`config.mk`:
```
export PLATFORM = sky130hd
export DESIGN_NAME = byte_stuffed_frame_deframer
export DESIGN_NICKNAME = d
export VERILOG_FILES = /design/src/bsfd_pkg.sv /design/src/bsfd_unstuff.sv /design/src/byte_stuffed_frame_deframer.sv
export SDC_FILE = /design/constraint.sdc
export NUM_CORES = 1
export LEC_CHECK = 0
export BUFFER_PORTS_ARGS = -buffer_cell sky130_fd_sc_hd__buf_2
export CAP_MARGIN = 10
export CORE_MARGIN = 1
export CORE_UTILIZATION = 25
export CTS_BUF_LIST = sky130_fd_sc_hd__clkbuf_4 sky130_fd_sc_hd__clkbuf_8 sky130_fd_sc_hd__clkbuf_16
export CTS_CLUSTER_DIAMETER = 200
export DETAILED_ROUTE_END_ITERATION = 6
export GPL_ROUTABILITY_DRIVEN = 0
export PLACE_DENSITY_LB_ADDON = 0.12
export SLEW_MARGIN = 25
export SYNTH_ARGS = -nofsm -noshare
export SYNTH_HDL_FRONTEND = slang
export SYNTH_SLANG_ARGS = --single-unit
```
`constraint.sdc`:
```
create_clock -name i_clk -period 3.77 [get_ports i_clk]
set_clock_uncertainty 0.2 [all_clocks]
set_input_delay 0.377 -clock i_clk [delete_from_list [all_inputs] [get_ports i_clk]]
set_output_delay 0.377 -clock i_clk [all_outputs]
set_load 0.1 [all_outputs]
```
`src/bsfd_pkg.sv`:
```
// ----------------------------------------------------------------------------
// bsfd_pkg
// Shared types and constants of the byte-stuffed frame deframer.
// ----------------------------------------------------------------------------
package bsfd_pkg;

    localparam int BYTE_W    = 8;
    localparam int ADDR_W    = 11;
    localparam int PLEN_W    = 4;
    localparam int STATUS_W  = 2;
    localparam int CFG_IDX_W = 2;

    localparam logic [BYTE_W-1:0] XOR_MASK   = 8'h20;
    localparam logic [BYTE_W-1:0] COUNT_MAX  = 8'hFF;
    localparam logic [BYTE_W-1:0] MIN_FRAME  = 8'd3;
    localparam logic [BYTE_W-1:0] START_RST  = 8'd126;
    localparam logic [BYTE_W-1:0] ESCAPE_RST = 8'd125;

    localparam logic [CFG_IDX_W-1:0] CFG_START  = 2'd0;
    localparam logic [CFG_IDX_W-1:0] CFG_ESCAPE = 2'd1;

    localparam logic [STATUS_W-1:0] ST_OK       = 2'd0;
    localparam logic [STATUS_W-1:0] ST_SHORT    = 2'd1;
    localparam logic [STATUS_W-1:0] ST_MISMATCH = 2'd2;

    typedef struct packed {
        logic [ADDR_W-1:0]   frame_address;
        logic [PLEN_W-1:0]   payload_length;
        logic [BYTE_W-1:0]   frame_length;
        logic [STATUS_W-1:0] frame_status;
    } t_result;

endpackage

```
`src/bsfd_unstuff.sv`:
```
// ----------------------------------------------------------------------------
// bsfd_unstuff
// Frame state: escape flag, byte count and header bytes, with the
// summary of a frame when a start byte closes it.
// ----------------------------------------------------------------------------
module bsfd_unstuff
    import bsfd_pkg::*;
(
    input  logic              i_clk,
    input  logic              i_rst_n,
    input  logic              i_en,
    input  logic [BYTE_W-1:0] i_byte,
    input  logic [BYTE_W-1:0] i_start_byte,
    input  logic [BYTE_W-1:0] i_escape_byte,
    output logic              o_close,
    output t_result           o_result
);

    logic              r_armed, n_armed;
    logic [BYTE_W-1:0] r_count, n_count;
    logic [BYTE_W-1:0] r_hdr0, n_hdr0;
    logic [BYTE_W-1:0] r_hdr1, n_hdr1;

    logic              is_start;
    logic              is_escape;
    logic [BYTE_W-1:0] plain;
    logic [BYTE_W-1:0] expect_len;

    assign is_start  = (i_byte == i_start_byte);
    assign is_escape = (i_byte == i_escape_byte);
    assign plain     = r_armed ? (i_byte ^ XOR_MASK) : i_byte;
    assign o_close   = is_start && (r_count != '0);

    always_comb begin
        n_armed = r_armed;
        n_count = r_count;
        n_hdr0  = r_hdr0;
        n_hdr1  = r_hdr1;
        if (is_start) begin
            n_count = '0;
        end else if (is_escape) begin
            n_armed = 1'b1;
        end else begin
            n_armed = 1'b0;
            if (r_count == 8'd0) begin
                n_hdr0 = plain;
            end
            if (r_count == 8'd1) begin
                n_hdr1 = plain;
            end
            if (r_count != COUNT_MAX) begin
                n_count = r_count + 8'd1;
            end
        end
    end

    always_comb begin
        expect_len = {4'b0, r_hdr1[PLEN_W-1:0]} + MIN_FRAME;
        o_result.frame_length = r_count;
        if (r_count < MIN_FRAME) begin
            o_result.frame_address  = '0;
            o_result.payload_length = '0;
            o_result.frame_status   = ST_SHORT;
        end else begin
            o_result.frame_address  = {r_hdr0, r_hdr1[7:5]};
            o_result.payload_length = r_hdr1[PLEN_W-1:0];
            o_result.frame_status   = (r_count != expect_len) ? ST_MISMATCH : ST_OK;
        end
    end

    always_ff @(posedge i_clk) begin
        if (!i_rst_n) begin
            r_armed <= 1'b0;
            r_count <= '0;
        end else if (i_en) begin
            r_armed <= n_armed;
            r_count <= n_count;
        end
    end

    always_ff @(posedge i_clk) begin
        if (i_en) begin
            r_hdr0 <= n_hdr0;
            r_hdr1 <= n_hdr1;
        end
    end

endmodule

```
`src/byte_stuffed_frame_deframer.sv`:
```
// ----------------------------------------------------------------------------
// byte_stuffed_frame_deframer
// Removes byte stuffing from a received stream and reports each closed frame.
// ----------------------------------------------------------------------------
// Input channel: i_valid / o_stall carry one received byte (i_rx_byte) per
// item. Output channel: o_valid / i_stall carry one frame summary per item:
// address, payload length, frame length and status. A summary is issued when
// a start byte closes a frame that holds at least one byte.
// Configuration: i_cfg_valid / o_cfg_ready with i_cfg_index and i_cfg_data;
// index 0 sets the start byte, index 1 the escape byte, other indices are
// ignored. o_cfg_ready is always high; write only while the block is idle.
// A byte is registered in the input register at acceptance and is processed
// from there; a closing byte's summary is registered in the result register.
// Throughput: one byte per cycle while o_stall is low, set by the single
// input register and the single result register, which can both take a new
// value in every cycle. Reset clears the escape flag, the byte count, both
// valid flags and restores the start byte 126 and escape byte 125.
// While the receiver stalls, the result register holds its summary; bytes
// that close no frame keep flowing, and a byte that would close a frame waits
// in the input register, which then raises o_stall.
// ----------------------------------------------------------------------------
module byte_stuffed_frame_deframer
    import bsfd_pkg::*;
(
    input  logic                 i_clk,
    input  logic                 i_rst_n,
    input  logic                 i_valid,
    output logic                 o_stall,
    input  logic [BYTE_W-1:0]    i_rx_byte,
    output logic                 o_valid,
    input  logic                 i_stall,
    output logic [ADDR_W-1:0]    o_frame_address,
    output logic [PLEN_W-1:0]    o_payload_length,
    output logic [BYTE_W-1:0]    o_frame_length,
    output logic [STATUS_W-1:0]  o_frame_status,
    input  logic                 i_cfg_valid,
    output logic                 o_cfg_ready,
    input  logic [CFG_IDX_W-1:0] i_cfg_index,
    input  logic [BYTE_W-1:0]    i_cfg_data
);

    logic              r_in_valid;
    logic [BYTE_W-1:0] r_in_byte;
    logic              r_out_valid;
    t_result           r_out;
    logic [BYTE_W-1:0] r_start_byte;
    logic [BYTE_W-1:0] r_escape_byte;

    logic    close;
    t_result result;
    logic    out_free;
    logic    advance;
    logic    in_take;

    bsfd_unstuff u_unstuff (
        .i_clk         (i_clk),
        .i_rst_n       (i_rst_n),
        .i_en          (advance),
        .i_byte        (r_in_byte),
        .i_start_byte  (r_start_byte),
        .i_escape_byte (r_escape_byte),
        .o_close       (close),
        .o_result      (result)
    );

    assign out_free = !r_out_valid || !i_stall;
    assign advance  = r_in_valid && (!close || out_free);
    assign o_stall  = r_in_valid && !advance;
    assign in_take  = i_valid && !o_stall;

    assign o_cfg_ready = 1'b1;

    always_ff @(posedge i_clk) begin
        if (!i_rst_n) begin
            r_start_byte  <= START_RST;
            r_escape_byte <= ESCAPE_RST;
        end else if (i_cfg_valid) begin
            case (i_cfg_index)
                CFG_START:  r_start_byte  <= i_cfg_data;
                CFG_ESCAPE: r_escape_byte <= i_cfg_data;
                default: begin
                end
            endcase
        end
    end

    always_ff @(posedge i_clk) begin
        if (!i_rst_n) begin
            r_in_valid <= 1'b0;
        end else if (in_take) begin
            r_in_valid <= 1'b1;
        end else if (advance) begin
            r_in_valid <= 1'b0;
        end
    end

    always_ff @(posedge i_clk) begin
        if (in_take) begin
            r_in_byte <= i_rx_byte;
        end
    end

    always_ff @(posedge i_clk) begin
        if (!i_rst_n) begin
            r_out_valid <= 1'b0;
        end else if (advance && close) begin
            r_out_valid <= 1'b1;
        end else if (!i_stall) begin
            r_out_valid <= 1'b0;
        end
    end

    always_ff @(posedge i_clk) begin
        if (advance && close) begin
            r_out <= result;
        end
    end

    assign o_valid          = r_out_valid;
    assign o_frame_address  = r_out.frame_address;
    assign o_payload_length = r_out.payload_length;
    assign o_frame_length   = r_out.frame_length;
    assign o_frame_status   = r_out.frame_status;

    a_ok_len: assert property (@(posedge i_clk) disable iff (!i_rst_n)
        (o_valid && o_frame_status == ST_OK)
            |-> (o_frame_length == {4'b0, o_payload_length} + MIN_FRAME))
        else $error("ok status with inconsistent length");

    a_short: assert property (@(posedge i_clk) disable iff (!i_rst_n)
        (o_valid && o_frame_status == ST_SHORT)
            |-> (o_frame_length < MIN_FRAME && o_frame_length != '0
                 && o_frame_address == '0))
        else $error("short frame summary malformed");

    a_stall_src: assert property (@(posedge i_clk) disable iff (!i_rst_n)
        o_stall |-> (close && r_out_valid && i_stall))
        else $error("input stalled without a blocked summary");

    a_no_loss: assert property (@(posedge i_clk) disable iff (!i_rst_n)
        (r_out_valid && i_stall) |=> r_out_valid)
        else $error("stalled summary dropped");

endmodule

```
# Yosys cells after proc, flatten, opt, wreduce, memory -nomap -nowiden
# Index checks and enable logic that the tools add are counted.
dict set report word_totals {
  wordCells 60
  inputBits 23
  reg_bits 76
}
dict set report op_classes {
  reduce_logical 23
  n_mux 10
  bitwise 3
  order_cmp 1
  add_sub_neg 2
  eq_ne 8
}
# op count
set ops {}
lappend ops {{two-way mux 8 bit} 3}
lappend ops {{== test 8 bit} 2}
lappend ops {{adder 8 x 1 -> 8 bit (second input constant)} 1}
lappend ops {{== test 8 x 1 -> 1 bit (second input constant)} 1}
lappend ops {{zero test 8 bit} 1}
lappend ops {{< comparator 8 x 2 -> 1 bit (second input constant)} 1}
lappend ops {{inequality test 8 bit} 1}
lappend ops {{inequality test 8 bit (second input constant)} 1}
lappend ops {{AND reduction 4 bit} 2}
lappend ops {{nonzero test 8 bit} 1}
lappend ops {{two-way mux 6 bit} 1}
lappend ops {{AND reduction 2 bit} 3}
lappend ops {{adder 4 x 2 -> 5 bit (second input constant)} 1}
lappend ops {{logical AND 1 bit} 5}
lappend ops {{zero test 1 bit} 5}
lappend ops {{two-way mux 1 bit} 5}
lappend ops {{inequality test 2 x 1 -> 1 bit (second input constant)} 2}
lappend ops {{nonzero test 2 bit} 2}
lappend ops {{NOT 1 bit} 3}
lappend ops {{AND reduction 3 bit} 1}
lappend ops {{== test 2 x 1 -> 1 bit (second input constant)} 1}
lappend ops {{zero test 2 bit} 1}
lappend ops {{logical OR 1 bit} 2}
lappend ops {{two-way mux 2 bit} 1}

# Depth between registers and ports, before layout
dict set report logic_depth {
  word_depth 10
  ltp_mapped 7
  mapped_depth_nobuf 7
}

# Cells and area by module
# Synthesis repeated with hierarchy kept, for this count alone.
dict set report unflattened {
  cells_unflattened 268
  area_unflattened_um2 3294.4
}
# module area_each_um2 cells_each instances
set by_module_without_submodules {}
lappend by_module_without_submodules {byte_stuffed_frame_deframer 1761.7 110 1}
lappend by_module_without_submodules {bsfd_unstuff 1532.7 158 1}

# Worst setup path before layout
# No wires, ideal clock.
dict set report synth_timing {
  path_kind {register to register}
  start {register r_out_valid, in the netlist o_valid}
  end {register r_in_byte[0], enable pin}
  stages_incl_launch_ff 4
  t_arrival_ns 2.891
  setup_ns 0.378
  setup_slack_ns 0.301
  path_buffers 0
  period_less_slack_ns 3.469
  cell_sequence {dfxtp_1 nand2_1 nor3b_2 nor2b_1}
}
dict set report synth_between {
  elab_chain_len 8
}
# element line
set synth_rtl {}
lappend synth_rtl {{start, declared} byte_stuffed_frame_deframer.sv:44} ;# logic r_out_valid;
lappend synth_rtl {{start signal, assigned} byte_stuffed_frame_deframer.sv:105} ;# r_out_valid <= 1'b0;
lappend synth_rtl {{start signal, assigned} byte_stuffed_frame_deframer.sv:107} ;# r_out_valid <= 1'b1;
lappend synth_rtl {{start signal, assigned} byte_stuffed_frame_deframer.sv:109} ;# r_out_valid <= 1'b0;
lappend synth_rtl {{zero test 1 bit} byte_stuffed_frame_deframer.sv:66} ;# assign out_free = !r_out_valid || !i_stall;
lappend synth_rtl {{logical OR 1 bit} byte_stuffed_frame_deframer.sv:66}
lappend synth_rtl {{logical OR 1 bit} byte_stuffed_frame_deframer.sv:67} ;# assign advance = r_in_valid && (!close || out_free);
lappend synth_rtl {{logical AND 1 bit} byte_stuffed_frame_deframer.sv:67}
lappend synth_rtl {{zero test 1 bit} byte_stuffed_frame_deframer.sv:68} ;# assign o_stall = r_in_valid && !advance;
lappend synth_rtl {{logical AND 1 bit} byte_stuffed_frame_deframer.sv:68}
lappend synth_rtl {{named net o_stall} byte_stuffed_frame_deframer.sv:28} ;# output logic o_stall,
lappend synth_rtl {{zero test 1 bit} byte_stuffed_frame_deframer.sv:69} ;# assign in_take = i_valid && !o_stall;
lappend synth_rtl {{logical AND 1 bit} byte_stuffed_frame_deframer.sv:69}
lappend synth_rtl {{named net in_take} byte_stuffed_frame_deframer.sv:53} ;# logic in_take;
lappend synth_rtl {{end signal, assigned} byte_stuffed_frame_deframer.sv:99} ;# r_in_byte <= i_rx_byte;
lappend synth_rtl {{end, declared} byte_stuffed_frame_deframer.sv:43} ;# logic [BYTE_W-1:0] r_in_byte;
# The timed path passes the listed nets, and every way through them passes these cells.
# A chain may end at the register's enable or synchronous reset.

# Worst setup path after layout
dict set report layout_timing {
  start {register r_in_byte[3]}
  end {output port o_stall}
}
dict set report layout_between {
  elab_chain_len 7
}
# element line
set layout_rtl {}
lappend layout_rtl {{== test 8 bit} bsfd_unstuff.sv:29} ;# assign is_start = (i_byte == i_start_byte);
lappend layout_rtl {{logical AND 1 bit} bsfd_unstuff.sv:32} ;# assign o_close = is_start && (r_count != '0);
lappend layout_rtl {{zero test 1 bit} byte_stuffed_frame_deframer.sv:67}
lappend layout_rtl {{logical OR 1 bit} byte_stuffed_frame_deframer.sv:67}
lappend layout_rtl {{logical AND 1 bit} byte_stuffed_frame_deframer.sv:67}
lappend layout_rtl {{zero test 1 bit} byte_stuffed_frame_deframer.sv:68}
lappend layout_rtl {{logical AND 1 bit} byte_stuffed_frame_deframer.sv:68}
lappend layout_rtl {{end, declared} byte_stuffed_frame_deframer.sv:28}
# No other way between the ends.

==> summary.md <==
| Metric | Value |
|---|---|
| Initial antenna violation count | 0 |
| Async SR Flop Fraction | 0 |
| Post-Route WL | 6.91 mm |
| Number of global-route vias before repair | 2103 |
| Slew HR | 0.470 |
| Worst IR Drop VDD | 165 µV |
| Reg2Reg Depth | 5 |
| Fin worst setup slack | 824 ps |
| Minimum clock period | 2950 ps |
| Status | finished, final reports clean |
| Layout cells sized above 1 | 0.232 |
| Sequential share of the synthesized area | 0.636 |
| First-pass GRT wire length | 11.2 mm |
| Clk_lat worst skew | 340 ps |
| Primary FF master, synth | edfxtp_1 |
| P per Cell Area | 482 mW/mm² |
| # setup viols final | 0 |
| Post-synthesis area per instance | 12.0 µm² |
| Global route overflow | 0 |
| Antenna-violating nets left | 0 |
| IO buf count | 49 |
| Die height | 114 µm |
| Tcrit/Tclk final | 0.781 |
| TritonCTS buffer count | 9 |
| Largest net degree at the start of global routing | 36 |
| Post-Synthesis Cells | 260 |
| Resized Gates After CTS | 0 |
| Vias | 2067 |
| Worst min path class | in -> reg |
| 1st-iter DRT viols | 122 |
| Dpl ws | 1170 ps |
| Mean routed wirelength per cell | 14.2 µm |
| Max-Cap Viols | 0 |
| Top post-synthesis cells by area | edfxtp_1 (46%), dfxtp_1 (17%), nand2_1 (4.9%) |
| Die X | 114 µm |
| Max clock buf depth | 2 |
| Post-synth EDFFs | 48 |
| Vias per inst | 4.24 |
| Total track usage | 0.119 |
| I/O pin count | 51 |
| Dpl hpwl | 4.93 mm |
| ANT cells | 0 |
| Fin Setup TNS | 0 ps |
| Post-layout util | 0.320 |
| CTS tree | built |
| Synth-to-Final Area Change | 24.0% |
| Number of synthesized register bits | 75 |
| Htree depth | 3 |
| Initial Util | 0.258 |
| Startpoint Class | flop |
| RSZ-0062 raised after global routing | no |
| Share of the synthesized area in the top cell type | 0.463 |
| Synth Warn # | 0 |
| Synth cell types | 39 |
| Fmax | 339 MHz |
| Worst EP required | 3190 ps |
| Largest area contributor in the netlist | edfxtp_1 |
| CP arrival | 2370 ps |
| Post-CTS Setup Bufs | 0 |
| Final Hold Vio Count | 0 |
| Hold path cells | 1 |
| Mapped Area | 0.00311 mm² |
| Row count | 40 |
| Post-Syn Nets | 287 |
| Num Clock Sinks | 75 |
| Slew @ Worst Pin | 793 ps |
| CTS Root Cell | clkbuf_16 |
| Setup CP Type | reg -> out |
| Crit path max fanout | 4 |
| Worst setup EP type | primary output |
| Die ar. | 0.0129 mm² |
| First drt pass iteration count | 4 |
| Core area | 0.0121 mm² |
| Nets@finish | 341 |
| LEAKAGE | 1.45 nW |
| Placed cell areas | 0.00355 mm² |
| Max-slew violations | 0 |
| Worst-path clk slew | 70 ps |
| Finished Cell Area | 0.00386 mm² |
| Hold_buf cts | 1 |
| DRC | 0 |
-- final cells by class --
type / instances / area (µm²)
fillers: 1257 / 8200
flip-flops and latches: 75 / 1980
multi-input cells: 171 / 1080
repair buffers: 51 / 263
clock buffers: 9 / 225
well taps: 168 / 210
clock inverters: 7 / 75.1
inverters: 6 / 22.5
-- path summary, 6_finish.rpt --
path | from | end | slack, ps
hold / removal | i_rx_byte[2] | r_in_byte[2] | 20
setup reg to reg | r_in_byte[6] | u_unstuff.r_hdr0[7] | 1210
setup / recovery | r_in_byte[3] | o_stall | 820
hold reg to reg | r_start_byte[4] | r_start_byte[4] | 290
-- cells in the final DEF, fill, tap and decap left out, types with 2 or more instances in the layout --
master,count
inv_1,6
edfxtp_1,48
and2_1,2
nand2b_1,6
nor3_1,4
o21ai_0,4
buf_2,49
nand4b_1,3
mux2i_1,8
nor2b_1,17
nand3_1,25
nor4_2,2
inv_8,3
nor4_1,2
ha_1,4
nand4_1,4
nor2_1,6
inv_6,2
nor3b_2,2
a31oi_1,2
xor2_1,17
dfxtp_1,27
a21boi_0,5
nand2_1,41
clkbuf_16,9
xnor2_1,4
-- synth_stat cells, drive strengths merged (2+ instances only) --
cell and count:
xor2 17, edfxtp 48, clkbuf 6, nor2 6
nand3 25, nand2b 6, mux2i 8, nand4b 3
nor4 4, nor3b 2, o21ai 4, nor2b 17
buf 2, dfxtp 27, and2 2, inv 6
nand4 4, nand2 41, nor3 4, ha 4
a21boi 6, xnor2 4, a31oi 2
-- where the power goes --
part / total (mW) / internal, mW / switching [mW]
clock: 0.851 / 0.470 / 0.382
sequential: 0.918 / 0.896 / 0.0214
combinational: 0.0918 / 0.0369 / 0.0549
-- state kept, by name (all words and copies together) (netlist names) --
signal / count
r_in_byte: 8
r_start_byte: 8
o_frame_address: 11
o_frame_status: 2
u_unstuff.r_hdr1: 7
o_payload_length: 4
u_unstuff.r_armed: 1
r_in_valid: 1
u_unstuff.r_hdr0: 8
u_unstuff.r_count: 8
r_escape_byte: 8
o_valid: 1
o_frame_length: 8
-- stage by stage --
step / power [mW] / hold slack, ps / instances
floorplan: 0.991 / 206 / 260
global placement: 1.03 / 269 / 470
detailed placement: 1.03 / 286 / 470
CTS: 1.89 / 8.03 / 487
global route: 1.94 / 1.51 / 487
finish: 1.86 / 18.5 / 487
-- cell families (layout without fill, tap and decap cells) --
group / Yosys count / in the layout / synth area share
simple gates: 119 / 119 / 0.201
flops: 75 / 75 / 0.636
xor+xnor: 21 / 21 / 0.0591
compound gates: 18 / 18 / 0.0422
buf+inv: 14 / 73 / 0.0185
mux: 8 / 8 / 0.0257
fa+ha+maj: 4 / 4 / 0.0161
other cells: 1 / 1 / 0.00120
-- layer usage --
layer  up-vias  GRT usage  wire, µm
met5         -          0         0
met4         0     0.0482       100
met3        11     0.0361       346
met2        54      0.180      3100
met1       975      0.158      3360
li1       1027          -         -
-- worst max-delay path: stages, from the launching register on --
cell      delay (ps)
edfxtp_1         460
xor2_1           180
nor4_2           440
nand3_1          200
nor3b_2          270
buf_2            480
No activity file was read; power rests on OpenSTA's default activity.
